[src/hdl/ieu_ram.sv]
// Generic single-write, single-read RAM with registered read data.
// Standalone; used for the register file copies.
module ieu_ram #(
	parameter int unsigned WIDTH = 64,
	parameter int unsigned DEPTH = 32
) (
	input  logic                     clk,
	input  logic                     we,
	input  logic [$clog2(DEPTH)-1:0] waddr,
	input  logic [WIDTH-1:0]         wdata,
	input  logic                     re,
	input  logic [$clog2(DEPTH)-1:0] raddr,
	output logic [WIDTH-1:0]         rdata
);

	logic [WIDTH-1:0] mem_q [DEPTH];

	always_ff @(posedge clk) begin
		if (we) begin
			mem_q[waddr] <= wdata;
		end
		if (re) begin
			rdata <= mem_q[raddr];
		end
	end

endmodule

[config.mk]
export PLATFORM = sky130hd
export DESIGN_NAME = ieu_ram
export DESIGN_NICKNAME = d
export VERILOG_FILES = /design/src/hdl/ieu_ram.sv
export SDC_FILE = /design/constraint.sdc
export NUM_CORES = 2
export LEC_CHECK = 0
export ABC_AREA = 0
export BUFFER_PORTS_ARGS = -buffer_cell sky130_fd_sc_hd__buf_2
export CAP_MARGIN = 20
export CORE_MARGIN = 10
export CORE_UTILIZATION = 50
export CTS_CLUSTER_DIAMETER = 60
export DETAILED_ROUTE_END_ITERATION = 6
export PLACE_DENSITY = 0.66
export SLEW_MARGIN = 30
export SYNTH_ARGS = -nofsm -noshare
export SYNTH_HDL_FRONTEND = slang
export SYNTH_SLANG_ARGS = --single-unit
[constraint.sdc]
create_clock -name clk -period 14.1 [get_ports clk]
set_clock_uncertainty 0.1 [all_clocks]
set_input_delay 2.115 -clock clk [delete_from_list [all_inputs] [get_ports clk]]
set_output_delay 2.115 -clock clk [all_outputs]
set_load 0.005 [all_outputs]
Word level (Yosys, flattened, before mapping)

Memories as Yosys holds them, arrays and structs flattened. A register that Yosys moved wholly into a read port is not among the register bits.
Cells that the tools add are included.

Mux-type cells: 2

Operators by type and width:

| cell              | count |
|---|---|
| 1-bit two-way mux | 2 |

Word-level logic and storage cells: 3
Memories kept: 1
Bits in registers: 0
Output and inout bits: 64
Input bits: 77
Bits in writable memories: 2,048

Memory list:

| name  | words | width | rd ports | clocked after Yosys merged registers in | wr ports | RTL line | text |
|---|---|---|---|---|---|---|---|
| mem_q | 32    | 64    | 1        | 1                                       | 1        | 16       | `logic [WIDTH-1:0] mem_q [DEPTH];` |

Longest topological paths before layout

Depth in word-level cells: 2
Depth in mapped cells: 9
Mapped depth without buffers: 4

Worst setup path before layout

Ideal clock, no wire load.

Path type: input port to flip-flop
Start: in waddr[1]
End: mem mem_q[12][0], enable pin
Library setup time: 486 ps
Data arrival time: 5,451 ps
Setup slack: 8,063 ps
Buffers on the path: 1
Required time: 13,514 ps
Stages: 3
Cell sequence: or3b_2 clkbuf_1 nor2_1

RTL lines:

| item        | RTL line | text |
|---|---|---|
| from (decl) | 9        | `input logic [$clog2(DEPTH)-1:0] waddr,` |
| to (decl)   | 16       |  |

No word-level cell before the write port.

==> qor.yml <==
clock_tree:
  clkTransAtPathRegs_ns: 0.06
  cts_setup_buffers: 0
  ctsLongestPathBuffers: 3
  clock_latency_ns: 0.83
  hold_buffers: 0
  cts_resized: 0
  root_buffer: "clkbuf_16"
  clock-sinks: 2112
  htree_num_levels: 4
  cts_tree: "done"
  cts_buffers: 203
global_routing:
  grt.total_usage_pct: 22.0
  grt_pass1_vias: 36300
  grt_first_pass_wirelength_mm: 272
  grt_max_degree: 142
  antenna_found_initial: 27
  grt-ovfl-total: 0
power:
  combPwrFrac_pct: 4.5
  p_leak_uw: 0.0279
  p_switching_uw: 2610
  peakVddDrop_v: 0.000126
  pwr_density_cell_nw_per_um2: 143
  pwr-share-clk_pct: 40.7
  pwr-share-seq_pct: 54.8
  p_int_uw: 10200
  p_sw_share_pct: 20.3
  p_total_uw: 12800
floorplan:
  rows: 146
  ios: 141
  fp.dieH_um: 419
  coreArea_um2: 158000
  start_util_pct: 50.3
  dieArea_um2: 176000
  die_width_um: 419
routing:
  vias: 35500
  dr.first_iter.drc_count: 4612
  drc: 0
  ant_nets: 0
  wirelength_mm: 193
  firstDrtPassIters: 5
  post_drt_wl_per_cell_um: 34.3
  vias_per_cell: 6.31
yosys:
  synth_fp_nets: 3174
  synth_seq_cells: 2112
  avgSynthCellArea_um2: 25.7
  synth_area_um2: 79600
  synthDistinctLibCells: 30
  yosysWarnings: 0
  syn-instance-count: 3097
  ys_seq_area_share_pct: 79.7
sta:
  tightest_slew_ns: 1.01
  fin_crit_sh_pct: 36.7
  timing.setup.tns_ns: 0
  hold_slack_ns: 0.778
  maxSlewViolCount: 0
  timing.fmax_mhz: 193
  hold_violations: 0
  relSlewSlack_pct: 32.4
  fin_crit_ns: 5.18
  setup_violations: 0
  rsz0062_at_grt: "false"
critical_path:
  crit_arrival_ns: 5.64
  end_kind: "flip-flop"
  start_kind: "input port"
  critical_path_class: "in -> reg"
  cp_max_fo: 102
  critPathRequiredTime_ns: 14.56
layout:
  nets: 3462
  fill_cells: 11100
  drive_above_1_share_pct: 34.6
  area_growth_pct: 13.0
place:
  port_buffers: 140
  gp_congestion: 0.742
  dpl.hpwl_mm: 96.1
job:
  cap_violations: 0
run_status:
  status: "finished clean"
hold_path:
  hold_class: "reg -> reg"
[synth_stat cells]
cell type	count	area share, %
a211oi_1	3	0.028
and2_0	1	0.0079
mux2_2	74	1.0
o22ai_1	10	0.079
edfxtp_1	2112	80
o21ai_0	9	0.057
buf_1	19	0.090
clkbuf_1	55	0.26
o2bb2ai_1	3	0.033
nor2_1	41	0.19
or3b_2	2	0.022
o211ai_1	3	0.028
mux4_2	602	17
nor2b_1	4	0.031
nand3b_1	5	0.047
o31a_1	3	0.033
or3_1	1	0.0079
buf_4	14	0.13
nand3_1	2	0.013
nand2_1	3	0.014
nand2b_1	2	0.016
mux2i_1	38	0.48
buf_6	3	0.042
a22o_1	1	0.011
inv_2	1	0.0047
a221oi_1	12	0.13
a22oi_1	3	0.028
buf_2	65	0.41
and2_1	3	0.024
o221ai_1	3	0.033
[final timing paths]
check                startpoint        end  slack, ns  cells past startpoint
setup / recovery       raddr[2]  rdata[47]       8.92                      7
hold / removal      mem_q[4][0]   rdata[0]       0.78                      3
setup reg to reg  mem_q[29][44]  rdata[44]      12.04                      3
hold reg to reg     mem_q[4][0]   rdata[0]       0.78                      3
[per-stage QoR]
stage / cell area, um^2 / instances / setup WS (ns) / util [%]
3_5_place_dp: 83300 / 5245 / 7.69 / 52.6
6_report: 89900 / 5626 / 8.92 / 56.8
5_1_grt: 89900 / 5619 / 8.70 / 56.8
2_1_floorplan: 79600 / 3097 / 8.06 / -
4_1_cts: 89700 / 5610 / 8.57 / 56.6
3_3_place_gp: 83100 / 5238 / 7.51 / 52.5
[cells by family after synthesis]
group	Yosys count	synth area share [%]
flops	2112	79.7
simple gates	64	0.376
compound gates	50	0.462
mux	714	18.6
buf+inv	157	0.937
[power groups by stage]
stage,sequential [uW],clock (uW),combinational (uW)
2_1_floorplan,7160,0,351
3_3_place_gp,7170,0,564
3_5_place_dp,7170,0,584
4_1_cts,7040,5310,585
5_1_grt,7040,5580,621
6_report,7040,5230,579
[layout by cell type (no fill, tap or decap), types with 10 or more instances in the layout]
| cell type | count |
|---|---|
| clkinvlp_4 | 10 |
| mux4_2 | 602 |
| clkinv_1 | 42 |
| buf_4 | 75 |
| buf_2 | 134 |
| buf_16 | 12 |
| clkinv_2 | 26 |
| clkbuf_1 | 48 |
| mux2i_1 | 38 |
| buf_6 | 11 |
| clkbuf_16 | 210 |
| edfxtp_1 | 2112 |
| nor2_4 | 32 |
| mux2_2 | 74 |
| a221oi_1 | 12 |
| o22ai_1 | 10 |
| bufinv_16 | 14 |
[critical path, stage by stage]
cell,delay (ns)
buf_8,0.53
buf_12,0.36
buf_16,0.44
buf_4,0.78
mux4_2,0.43
mux4_2,0.50
mux2_2,0.32
[flip-flops by register name (all words and copies together), names as in the netlist]
| name | cells |
|---|---|
| mem_q | 2048 |
| rdata | 64 |
[layer usage]
layer  share of wire, %  wire, um  vias to the layer above  global-route usage, %
li1                   -         -                    14200                      -
met1                 38     72600                    19200                   29.4
met2                 50     96900                     1714                   36.2
met3                8.3     15900                      407                   4.45
met4                3.7      7160                       18                   8.21
met5              0.065       126                        -                      0
[layout make-up]
cell class / instances / area, um^2 / share of cell area [%]
antenna: 9 / 22.5 / 0.0250
clock buffer: 258 / 5440 / 6.04
clock inverter: 107 / 958 / 1.07
inverter: 1 / 3.75 / 0.00417
multi-input combinational: 828 / 15700 / 17.4
sequential: 2112 / 63400 / 70.5
tap: 2072 / 2590 / 2.88
timing repair buffer: 239 / 1810 / 2.02
Note: power is estimated with default switching activity, not from simulation.
